## src/hdl/hbd_pkg.sv

```systemverilog
// Shared types, constants and codes for the heartbeat detector.
package hbd_pkg;

  localparam int SampleBits  = 10;
  localparam int HistDepth   = 10;
  localparam int IvBits      = 16;
  localparam int TimeBits    = 32;
  localparam int MsBits      = 4;
  localparam int RefrBits    = 12;
  localparam int ToBits      = 16;
  localparam int CfgDataBits = 16;
  localparam int BpmBits     = 8;

  // Running sum of the interval history and its exact divide-by-depth reciprocal.
  localparam int SumBits   = IvBits + $clog2(HistDepth);
  localparam int MeanShift = SumBits + $clog2(HistDepth) + 1;
  localparam logic [MeanShift:0] MeanRecip =
    (MeanShift + 1)'((2 ** MeanShift + HistDepth - 1) / HistDepth);

  // Exact divide-by-five for a 16-bit interval.
  localparam int Div5Shift = 19;
  localparam logic [16:0] Div5Recip = 17'((2 ** Div5Shift + 4) / 5);

  localparam int DivBits = 16;
  localparam int CntBits = $clog2(DivBits);
  localparam logic [DivBits-1:0] BpmDividend = 16'd60000;
  localparam logic [BpmBits-1:0] BpmMax = 8'd255;

  localparam logic [MsBits-1:0]     MsPerSampleRst  = 4'd2;
  localparam logic [RefrBits-1:0]   RefractoryRst   = 12'd250;
  localparam logic [ToBits-1:0]     TimeoutRst      = 16'd2500;
  localparam logic [SampleBits-1:0] DefaultLevelRst = 10'd512;
  localparam logic [IvBits-1:0]     IntervalRst     = 16'd600;

  typedef enum logic [1:0] {
    CfgMsPerSample  = 2'd0,
    CfgRefractory   = 2'd1,
    CfgTimeout      = 2'd2,
    CfgDefaultLevel = 2'd3
  } hbd_cfg_idx_e;

  typedef enum logic [2:0] {
    StIdle,
    StPrep,
    StEval,
    StMean,
    StDiv,
    StSat,
    StPush
  } hbd_state_e;

  typedef struct packed {
    logic load;
    logic prep;
    logic eval;
    logic mean;
    logic div_step;
    logic sat;
    logic push;
  } hbd_cmd_t;

  typedef struct packed {
    logic bpm_needed;
  } hbd_sts_t;

endpackage

```

## src/hdl/hbd_if.sv

```systemverilog
// Valid/ready channel interfaces for samples and detector results.
interface hbd_in_if;
  logic                           valid;
  logic                           ready;
  logic [hbd_pkg::SampleBits-1:0] sample;

  modport source (output valid, output sample, input ready);
  modport sink (input valid, input sample, output ready);
endinterface

interface hbd_out_if;
  logic                           valid;
  logic                           ready;
  logic [hbd_pkg::BpmBits-1:0]    bpm;
  logic                           beat_ready;
  logic                           pulse_high;
  logic [hbd_pkg::IvBits-1:0]     interval_ms;
  logic [hbd_pkg::SampleBits-1:0] threshold;

  modport source (output valid, output bpm, output beat_ready, output pulse_high,
                  output interval_ms, output threshold, input ready);
  modport sink (input valid, input bpm, input beat_ready, input pulse_high,
                input interval_ms, input threshold, output ready);
endinterface

```

## src/hdl/hbd_ctrl.sv

```systemverilog
// Sequencer for one sample: evaluate, optional BPM division, result hand-off.
module hbd_ctrl (
  input  logic              clk_i,
  input  logic              rst_ni,
  input  logic              in_valid_i,
  output logic              in_ready_o,
  output logic              out_valid_o,
  input  logic              out_ready_i,
  input  hbd_pkg::hbd_sts_t sts_i,
  output hbd_pkg::hbd_cmd_t cmd_o
);
  import hbd_pkg::*;

  hbd_state_e         state_q, state_d;
  logic [CntBits-1:0] cnt_q, cnt_d;
  logic               out_valid_q, out_valid_d;
  logic               out_free;

  assign out_free = !out_valid_q || out_ready_i;

  always_comb begin
    state_d = state_q;
    case (state_q)
      StIdle: begin
        if (in_valid_i) state_d = StPrep;
      end
      StPrep: state_d = StEval;
      StEval: begin
        state_d = sts_i.bpm_needed ? StMean : StPush;
      end
      StMean: state_d = StDiv;
      StDiv: begin
        if (cnt_q == {CntBits{1'b1}}) state_d = StSat;
      end
      StSat: state_d = StPush;
      StPush: begin
        if (out_free) state_d = StIdle;
      end
      default: state_d = StIdle;
    endcase
  end

  always_comb begin
    cmd_o       = '0;
    in_ready_o  = 1'b0;
    cnt_d       = cnt_q;
    case (state_q)
      StIdle: begin
        in_ready_o = 1'b1;
        cmd_o.load = in_valid_i;
      end
      StPrep: cmd_o.prep = 1'b1;
      StEval: cmd_o.eval = 1'b1;
      StMean: begin
        cmd_o.mean = 1'b1;
        cnt_d      = '0;
      end
      StDiv: begin
        cmd_o.div_step = 1'b1;
        cnt_d          = cnt_q + 1'b1;
      end
      StSat: cmd_o.sat = 1'b1;
      StPush: cmd_o.push = out_free;
      default: ;
    endcase
  end

  always_comb begin
    out_valid_d = out_valid_q;
    if (cmd_o.push) begin
      out_valid_d = 1'b1;
    end else if (out_ready_i) begin
      out_valid_d = 1'b0;
    end
  end

  assign out_valid_o = out_valid_q;

  always_ff @(posedge clk_i or negedge rst_ni) begin
    if (!rst_ni) begin
      state_q     <= StIdle;
      cnt_q       <= '0;
      out_valid_q <= 1'b0;
    end else begin
      state_q     <= state_d;
      cnt_q       <= cnt_d;
      out_valid_q <= out_valid_d;
    end
  end

endmodule

```

## src/hdl/hbd_dp.sv

```systemverilog
// Detector datapath: levels, beat timing, interval history and BPM divider.
module hbd_dp (
  input  logic                                clk_i,
  input  logic                                rst_ni,
  input  logic                                cfg_we_i,
  input  hbd_pkg::hbd_cfg_idx_e               cfg_idx_i,
  input  logic [hbd_pkg::CfgDataBits-1:0]     cfg_data_i,
  input  logic [hbd_pkg::SampleBits-1:0]      sample_i,
  input  hbd_pkg::hbd_cmd_t                   cmd_i,
  output hbd_pkg::hbd_sts_t                   sts_o,
  output logic [hbd_pkg::BpmBits-1:0]         bpm_o,
  output logic                                beat_ready_o,
  output logic                                pulse_high_o,
  output logic [hbd_pkg::IvBits-1:0]          interval_ms_o,
  output logic [hbd_pkg::SampleBits-1:0]      threshold_o
);
  import hbd_pkg::*;

  // Configuration
  logic [MsBits-1:0]     ms_q;
  logic [RefrBits-1:0]   refr_q;
  logic [ToBits-1:0]     timeout_q;
  logic [SampleBits-1:0] deflvl_q;

  // Detector state
  logic [TimeBits-1:0]   tc_q, lbt_q;
  logic [IvBits-1:0]     bi_q;
  logic [SampleBits-1:0] thr_q, peak_q, trough_q;
  logic                  pulse_q, first_q, second_q;
  logic [BpmBits-1:0]    bpm_q;
  logic                  beat_rdy_q;

  // Per-sample working registers
  logic [SampleBits-1:0] s_q;
  logic [TimeBits-1:0]   n_q;
  logic [IvBits-1:0]     q5_q;
  logic [IvBits-1:0]     hist_q [HistDepth];
  logic [SumBits-1:0]    sum_q;
  logic [IvBits-1:0]     mean_q;
  logic [IvBits-1:0]     rem_q;
  logic [DivBits-1:0]    dvd_q, quo_q;

  // Output register
  logic [BpmBits-1:0]    out_bpm_q;
  logic                  out_beat_q, out_pulse_q;
  logic [IvBits-1:0]     out_iv_q;
  logic [SampleBits-1:0] out_thr_q;

  logic [IvBits+18:0]          prod5;
  logic [SumBits+MeanShift:0]  prod_mean;
  logic [17:0]                 gate;
  logic                        below, above, n_gate, beat, timeout, falling;
  logic [SampleBits-1:0]       trough_upd, peak_upd, mid;
  logic [IvBits-1:0]           iv_new;
  logic [IvBits:0]             rem_sh;
  logic                        rem_ge;

  assign prod5     = (IvBits + 19)'(bi_q) * (IvBits + 19)'(Div5Recip);
  assign prod_mean = (SumBits + MeanShift + 1)'(sum_q) * (SumBits + MeanShift + 1)'(MeanRecip);

  always_comb begin
    gate       = {2'b00, q5_q} + {1'b0, q5_q, 1'b0};
    below      = s_q < thr_q;
    above      = s_q > thr_q;
    n_gate     = n_q > TimeBits'(gate);
    trough_upd = (below && n_gate && (s_q < trough_q)) ? s_q : trough_q;
    peak_upd   = (above && (s_q > peak_q)) ? s_q : peak_q;
    beat       = (n_q > TimeBits'(refr_q)) && above && !pulse_q && n_gate;
    iv_new     = (|n_q[TimeBits-1:IvBits]) ? {IvBits{1'b1}} : n_q[IvBits-1:0];
    timeout    = n_q > TimeBits'(timeout_q);
    // A beat needs the sample above threshold, so it never coincides with the falling edge.
    falling    = below && pulse_q;
    if (peak_upd >= trough_upd) begin
      mid = trough_upd + ((peak_upd - trough_upd) >> 1);
    end else begin
      mid = trough_upd - ((trough_upd - peak_upd) >> 1);
    end
  end

  assign sts_o.bpm_needed = beat && !first_q;

  assign rem_sh = {rem_q, dvd_q[DivBits-1]};
  assign rem_ge = rem_sh >= {1'b0, mean_q};

  always_ff @(posedge clk_i or negedge rst_ni) begin
    if (!rst_ni) begin
      ms_q       <= MsPerSampleRst;
      refr_q     <= RefractoryRst;
      timeout_q  <= TimeoutRst;
      deflvl_q   <= DefaultLevelRst;
      tc_q       <= '0;
      lbt_q      <= '0;
      bi_q       <= IntervalRst;
      thr_q      <= DefaultLevelRst;
      peak_q     <= DefaultLevelRst;
      trough_q   <= DefaultLevelRst;
      pulse_q    <= 1'b0;
      first_q    <= 1'b1;
      second_q   <= 1'b0;
      bpm_q      <= '0;
      beat_rdy_q <= 1'b0;
    end else begin
      if (cfg_we_i) begin
        case (cfg_idx_i)
          CfgMsPerSample:  ms_q      <= cfg_data_i[MsBits-1:0];
          CfgRefractory:   refr_q    <= cfg_data_i[RefrBits-1:0];
          CfgTimeout:      timeout_q <= cfg_data_i[ToBits-1:0];
          CfgDefaultLevel: deflvl_q  <= cfg_data_i[SampleBits-1:0];
          default: ;
        endcase
      end
      if (cmd_i.load) begin
        tc_q <= tc_q + TimeBits'(ms_q);
      end
      if (cmd_i.eval) begin
        peak_q     <= peak_upd;
        trough_q   <= trough_upd;
        beat_rdy_q <= beat && !first_q;
        if (beat) begin
          pulse_q  <= 1'b1;
          bi_q     <= iv_new;
          lbt_q    <= tc_q;
          first_q  <= 1'b0;
          second_q <= first_q;
        end
        // The discarded first beat skips the falling edge and timeout handling.
        if (!(beat && first_q)) begin
          if (falling) begin
            pulse_q  <= 1'b0;
            thr_q    <= mid;
            peak_q   <= mid;
            trough_q <= mid;
          end
          if (timeout) begin
            thr_q    <= deflvl_q;
            peak_q   <= deflvl_q;
            trough_q <= deflvl_q;
            lbt_q    <= tc_q;
            first_q  <= 1'b1;
            second_q <= 1'b0;
          end
        end
      end
      if (cmd_i.sat) begin
        bpm_q <= ((mean_q == '0) || (|quo_q[DivBits-1:BpmBits])) ? BpmMax
                                                                 : quo_q[BpmBits-1:0];
      end
    end
  end

  always_ff @(posedge clk_i) begin
    if (cmd_i.load) begin
      s_q <= sample_i;
    end
    if (cmd_i.prep) begin
      n_q  <= tc_q - lbt_q;
      q5_q <= prod5[Div5Shift +: IvBits];
    end
    if (cmd_i.eval && beat && !first_q) begin
      // The second beat seeds every entry, so the whole history equals the new interval.
      for (int k = 0; k < HistDepth - 1; k++) begin
        hist_q[k] <= second_q ? iv_new : hist_q[k+1];
      end
      hist_q[HistDepth-1] <= iv_new;
      if (second_q) begin
        sum_q <= SumBits'(iv_new) * SumBits'(HistDepth);
      end else begin
        sum_q <= sum_q - SumBits'(hist_q[0]) + SumBits'(iv_new);
      end
    end
    if (cmd_i.mean) begin
      mean_q <= prod_mean[MeanShift +: IvBits];
      rem_q  <= '0;
      dvd_q  <= BpmDividend;
      quo_q  <= '0;
    end
    if (cmd_i.div_step) begin
      dvd_q <= {dvd_q[DivBits-2:0], 1'b0};
      if (rem_ge) begin
        rem_q <= IvBits'(rem_sh - {1'b0, mean_q});
        quo_q <= {quo_q[DivBits-2:0], 1'b1};
      end else begin
        rem_q <= rem_sh[IvBits-1:0];
        quo_q <= {quo_q[DivBits-2:0], 1'b0};
      end
    end
    if (cmd_i.push) begin
      out_bpm_q   <= bpm_q;
      out_beat_q  <= beat_rdy_q;
      out_pulse_q <= pulse_q;
      out_iv_q    <= bi_q;
      out_thr_q   <= thr_q;
    end
  end

  assign bpm_o         = out_bpm_q;
  assign beat_ready_o  = out_beat_q;
  assign pulse_high_o  = out_pulse_q;
  assign interval_ms_o = out_iv_q;
  assign threshold_o   = out_thr_q;

endmodule

```

## src/hdl/heartbeat_detector_bpm.sv

```systemverilog
// Pulse-sensor beat detector with BPM output.
// One sample transaction on smp_i yields exactly one result transaction on res_o.
// The result carries the held BPM, a flag for a fresh BPM value, the pulse state,
// the latest beat interval in ms and the current adaptive threshold.
// A sample is taken only while the block is idle; the result sits in an output
// register, so the next sample is accepted while an earlier result still waits.
// A sample without a counted beat passes through prepare and evaluate to the
// hand-off; a counted beat also runs a mean step, a 16-step restoring divider for
// 60000 / mean interval and a saturation step before the hand-off. When res_o is
// stalled the sequencer holds in its hand-off state until the output register
// frees up, and takes no new sample meanwhile. Configuration writes on cfg_we_i
// take effect at the clock edge; the user must keep them to idle periods only, as
// the block does not enforce this. Reset clears the time counter and restores the
// default levels, the 600 ms interval and the register defaults.
module heartbeat_detector_bpm (
  input  logic                            clk_i,
  input  logic                            rst_ni,
  hbd_in_if.sink                          smp_i,
  hbd_out_if.source                       res_o,
  input  logic                            cfg_we_i,
  input  hbd_pkg::hbd_cfg_idx_e           cfg_idx_i,
  input  logic [hbd_pkg::CfgDataBits-1:0] cfg_data_i
);
  import hbd_pkg::*;

  hbd_cmd_t cmd;
  hbd_sts_t sts;

  hbd_ctrl u_ctrl (
    .clk_i       (clk_i),
    .rst_ni      (rst_ni),
    .in_valid_i  (smp_i.valid),
    .in_ready_o  (smp_i.ready),
    .out_valid_o (res_o.valid),
    .out_ready_i (res_o.ready),
    .sts_i       (sts),
    .cmd_o       (cmd)
  );

  hbd_dp u_dp (
    .clk_i         (clk_i),
    .rst_ni        (rst_ni),
    .cfg_we_i      (cfg_we_i),
    .cfg_idx_i     (cfg_idx_i),
    .cfg_data_i    (cfg_data_i),
    .sample_i      (smp_i.sample),
    .cmd_i         (cmd),
    .sts_o         (sts),
    .bpm_o         (res_o.bpm),
    .beat_ready_o  (res_o.beat_ready),
    .pulse_high_o  (res_o.pulse_high),
    .interval_ms_o (res_o.interval_ms),
    .threshold_o   (res_o.threshold)
  );

endmodule

```

## src/flat_wrapper.sv

```systemverilog
// flat-port wrapper written by rule: the top's interface ports become plain ports
module heartbeat_detector_bpm_flat import hbd_pkg::*;
  (clk_i, rst_ni, cfg_we_i, cfg_idx_i, cfg_data_i, smp_i_valid, smp_i_sample, smp_i_ready, res_o_valid, res_o_bpm, res_o_beat_ready, res_o_pulse_high, res_o_interval_ms, res_o_threshold, res_o_ready);
  hbd_in_if smp_i_i ();
  hbd_out_if res_o_i ();
  input  logic clk_i;
  input  logic rst_ni;
  input  logic cfg_we_i;
  input  hbd_pkg::hbd_cfg_idx_e cfg_idx_i;
  input  logic [hbd_pkg::CfgDataBits-1:0] cfg_data_i;
  input wire logic [$bits(smp_i_i.valid)-1:0] smp_i_valid;
  input wire logic [$bits(smp_i_i.sample)-1:0] smp_i_sample;
  output wire logic [$bits(smp_i_i.ready)-1:0] smp_i_ready;
  output wire logic [$bits(res_o_i.valid)-1:0] res_o_valid;
  output wire logic [$bits(res_o_i.bpm)-1:0] res_o_bpm;
  output wire logic [$bits(res_o_i.beat_ready)-1:0] res_o_beat_ready;
  output wire logic [$bits(res_o_i.pulse_high)-1:0] res_o_pulse_high;
  output wire logic [$bits(res_o_i.interval_ms)-1:0] res_o_interval_ms;
  output wire logic [$bits(res_o_i.threshold)-1:0] res_o_threshold;
  input wire logic [$bits(res_o_i.ready)-1:0] res_o_ready;
  assign smp_i_i.valid = smp_i_valid;
  assign smp_i_i.sample = smp_i_sample;
  assign smp_i_ready = smp_i_i.ready;
  assign res_o_valid = res_o_i.valid;
  assign res_o_bpm = res_o_i.bpm;
  assign res_o_beat_ready = res_o_i.beat_ready;
  assign res_o_pulse_high = res_o_i.pulse_high;
  assign res_o_interval_ms = res_o_i.interval_ms;
  assign res_o_threshold = res_o_i.threshold;
  assign res_o_i.ready = res_o_ready;
  heartbeat_detector_bpm u_core (.clk_i(clk_i), .rst_ni(rst_ni), .smp_i(smp_i_i), .res_o(res_o_i), .cfg_we_i(cfg_we_i), .cfg_idx_i(cfg_idx_i), .cfg_data_i(cfg_data_i));
endmodule
```

## config.mk

```make
export PLATFORM = sky130hd
export DESIGN_NAME = heartbeat_detector_bpm_flat
export DESIGN_NICKNAME = d
export VERILOG_FILES = /design/src/hdl/hbd_pkg.sv /design/src/hdl/hbd_if.sv /design/src/hdl/hbd_ctrl.sv /design/src/hdl/hbd_dp.sv /design/src/hdl/heartbeat_detector_bpm.sv /design/src/flat_wrapper.sv
export SDC_FILE = /design/constraint.sdc
export NUM_CORES = 2
export LEC_CHECK = 0
export ABC_AREA = 0
export CORE_UTILIZATION = 60
export DETAILED_ROUTE_END_ITERATION = 7
export DONT_BUFFER_PORTS = 1
export GPL_TIMING_DRIVEN = 0
export PLACE_DENSITY_LB_ADDON = 0.08
export RECOVER_POWER = 100
export SLEW_MARGIN = 5
export SYNTH_ARGS = -nofsm -noshare
export SYNTH_HDL_FRONTEND = slang
export SYNTH_SLANG_ARGS = --single-unit
```

## constraint.sdc

```tcl
create_clock -name clk_i -period 14.1 [get_ports clk_i]
set_input_delay 0.705 -clock clk_i [delete_from_list [all_inputs] [get_ports clk_i]]
set_output_delay 0.705 -clock clk_i [all_outputs]
set_load 0.03 [all_outputs]
```

==> results.py <==
metrics = {
    "floorplan": {
        "start_util_pct": 60.66,
        "rows": 92,
        "core-area_um2": 63080,
        "die-height_um": 254.5,
        "pin_count": 71,
        "dieArea_um2": 64790,
        "die_w_um": 254.5,
    },
    "final_layout": {
        "fin_nets": 4493,
        "final_common_cell": "inv_1",
        "utilization_pct": 65.18,
        "regArea_um2": 14270,
        "mostFrequentLayoutCells": "inv_1 (592), ha_1 (538), nor2_1 (458)",
        "syn2layout_area_growth_pct": 7.449,
        "nFillCells": 5073,
        "diodes": 0,
        "fin_cells": 4573,
        "drive_gt1_share_pct": 5.366,
        "multi_input_area_um2": 21480,
    },
    "setup_path": {
        "cp.depth": 38,
        "crit_fanout": 10,
        "cp_slowest_stage_delay_ps": 1200,
        "crit_family": "compound AO/OA/AOI/OAI gates",
        "slowest_stage": "nor3_1",
        "required_ps": 14570,
        "r2r_slack_ps": 2350,
        "critPathCaptureType": "register",
        "arrival_ps": 12230,
        "cp_num_buf_inv": 4,
        "reg2reg_to": "u_core.u_dp.peak_q[6]",
        "rr_startpoint": "u_core.u_dp.q5_q[0]",
        "cp-start-kind": "register",
        "cpMostUsedCell": "a21oi_1",
        "timing_worst_setup_path_type": "reg2reg",
        "ff2ff_path_depth": 38,
    },
    "timing": {
        "skew_ps": 41.60,
        "slew_viol_final": 364,
        "rsz0062_at_grt": "no",
        "fin_crit_sh_pct": 83.33,
        "max_slew.worst_pin.slew_ps": 9371,
        "maxSlewHeadroom_pct": -524.7,
        "setup_violations": 0,
        "hold_viol_final": 0,
        "period_needed_ps": 11750,
        "setup_tns_ps": 0,
        "max_freq_mhz": 85.11,
    },
    "clock_tree": {
        "htree_levels": 2,
        "clk_pin_slew_ps": 60,
        "cts_setup_buffers": 0,
        "clk_latency_ps": 640,
        "clockRootBuffer": "clkbuf_16",
        "cts_tree": "built",
        "cts_sinks": 503,
        "cts_buffer_depth": 3,
        "numCtsBuffers": 56,
    },
    "synthesis": {
        "yosysUniqueCellTypes": 85,
        "ys_seq_area_share_pct": 37.29,
        "yosysTopAreaCell": "edfxtp_1",
        "synthesis.nets": 4426,
        "yosys_warnings": 0,
        "netlist_area_um2": 38260,
        "async_flop_share_pct": 34.19,
        "synth.area.top_cells": "edfxtp_1 (26%), ha_1 (18%), fa_1 (13%)",
        "avgSynthCellArea_um2": 10.59,
        "synth-main-ff-cell": "edfxtp_1",
        "synth_enable_flop_cells": 331,
        "synth_top_area_share_pct": 25.98,
        "yosys_register_bits": 503,
        "syn_inst": 3612,
    },
    "global_routing": {
        "track_usage_pct": 28.48,
        "overflow": 0,
        "grt_pass1_vias": 26830,
        "grt_max_degree": 173,
        "grt_antenna_before_repair": 4,
        "grt_pass1_wl_mm": 143.9,
    },
    "drt": {
        "drt_iter0_drc": 1839,
        "postRouteAntennaNets": 0,
        "avgViaCountPerCell": 5.686,
        "drc_errors": 0,
        "wl_per_cell_um": 19.28,
        "vias": 26000,
        "routed_wl_mm": 88.15,
        "first_pass_iters": 5,
    },
    "place": {
        "gp_congestion": 0.9496,
        "hpwl_mm": 70.07,
        "io_buffers": 0,
        "dp_cells": 4466,
    },
    "min_path": {
        "hold_end": "u_core.u_dp.s_q[6]",
        "hold_depth": 0,
        "hold_start": "smp_i_sample[6]",
        "hp-class": "in2reg",
    },
    "outcome": {
        "outcome": "finished with violations",
        "failed_checks": "max-capacitance violations, max-slew violations",
    },
    "flow_run": {
        "drv_cap": 10,
    },
}
[registers in the layout (all words and copies together) (netlist names), 10 cells and up]
signal,flops
u_core.u_dp.hist_q,160
u_core.u_dp.lbt_q,32
u_core.u_dp.n_q,32
u_core.u_dp.tc_q,32
u_core.u_dp.sum_q,20
u_core.u_dp.bi_q,16
u_core.u_dp.interval_ms_o,16
u_core.u_dp.mean_q,16
u_core.u_dp.quo_q,16
u_core.u_dp.rem_q,16
u_core.u_dp.timeout_q,16
u_core.u_dp.q5_q,14
u_core.u_dp.refr_q,12
u_core.u_dp.dvd_q,11
u_core.u_dp.deflvl_q,10
u_core.u_dp.peak_q,10
u_core.u_dp.s_q,10
u_core.u_dp.thr_q,10
u_core.u_dp.threshold_o,10
u_core.u_dp.trough_q,10
[Yosys cell counts (10+ instances only)]
cell type	n
or3_1	10
clkbuf_1	47
dfstp_2	21
o31ai_1	10
o21ai_0	133
a21boi_0	11
o21a_1	32
nand4_1	31
xnor2_1	99
a21oi_1	128
nand2b_1	29
mux2i_1	28
a31oi_1	16
inv_1	592
nand2_1	161
nor2b_1	31
nor2_1	458
o21bai_1	11
and3_1	41
nand3_1	26
edfxtp_1	331
a21o_1	48
mux2_2	77
a211oi_1	15
ha_1	538
fa_1	243
xor2_1	55
nor4_1	16
dfrtp_1	151
nor3_1	44
[through the flow]
stage | area, um2 | hold WS (ps) | worst slack, ps
after global routing | 41110 | 150.5 | 1468
after CTS | 41320 | 142.5 | 3653
final | 41110 | 174.5 | 2350
after detailed placement | 39510 | 415.0 | 3718
after floorplan | 38260 | 409.4 | 1243
after global placement | 39320 | 416.8 | -2990
[layer usage]
layer  global-route usage [%]  share of wire (%)  up-vias
met1                    39.95                 45    12750
met5                        0              0.065        -
met4                    8.435                3.1        8
met3                    4.399                5.8      143
li1                         -                  -    12430
met2                    45.87                 46      671
[logic make-up (layout without fill, tap and decap cells)]
kind of cell	count (synthesis)	in the layout	share of synthesized area [%]
buf+inv	655	770	6.445
flops	503	503	37.29
fa+ha+maj	783	783	30.36
xor+xnor	154	154	3.525
mux	107	107	3.057
compound gates	518	518	8.858
simple gates	892	892	10.46
[area by class of cell]
type	instances	share of cell area, %
multi-input combinational	2454	52.25
sequential	503	34.71
inverter	595	5.432
clock buffer	81	3.786
tap	846	2.575
buffer	60	0.5600
clock inverter	25	0.5326
timing repair buffer	9	0.1613
[worst max-delay path by stage]
stage                     slack [ps]                  endpoint                 from
final                           2350     u_core.u_dp.peak_q[6]  u_core.u_dp.q5_q[0]
after floorplan                 1240  u_core.u_dp.hist_q[0][0]  u_core.u_dp.q5_q[1]
after detailed placement        3720     u_core.u_dp.peak_q[6]  u_core.u_dp.q5_q[0]
after global routing            1470     u_core.u_dp.peak_q[6]  u_core.u_dp.q5_q[1]
after global placement         -2990  u_core.u_dp.hist_q[8][5]  u_core.u_dp.q5_q[0]
after CTS                       3650     u_core.u_dp.peak_q[6]  u_core.u_dp.q5_q[0]
[what timing repair did]
item / 4_1_cts / 5_1_grt
hold buffers: 1 / 0
hold endpoints to repair: 172 / 0
resized for setup: 0 / 0
Power is left out: the tool's default activity adds up to more than one toggle a clock period on the data nets, which glitch-free logic cannot reach.
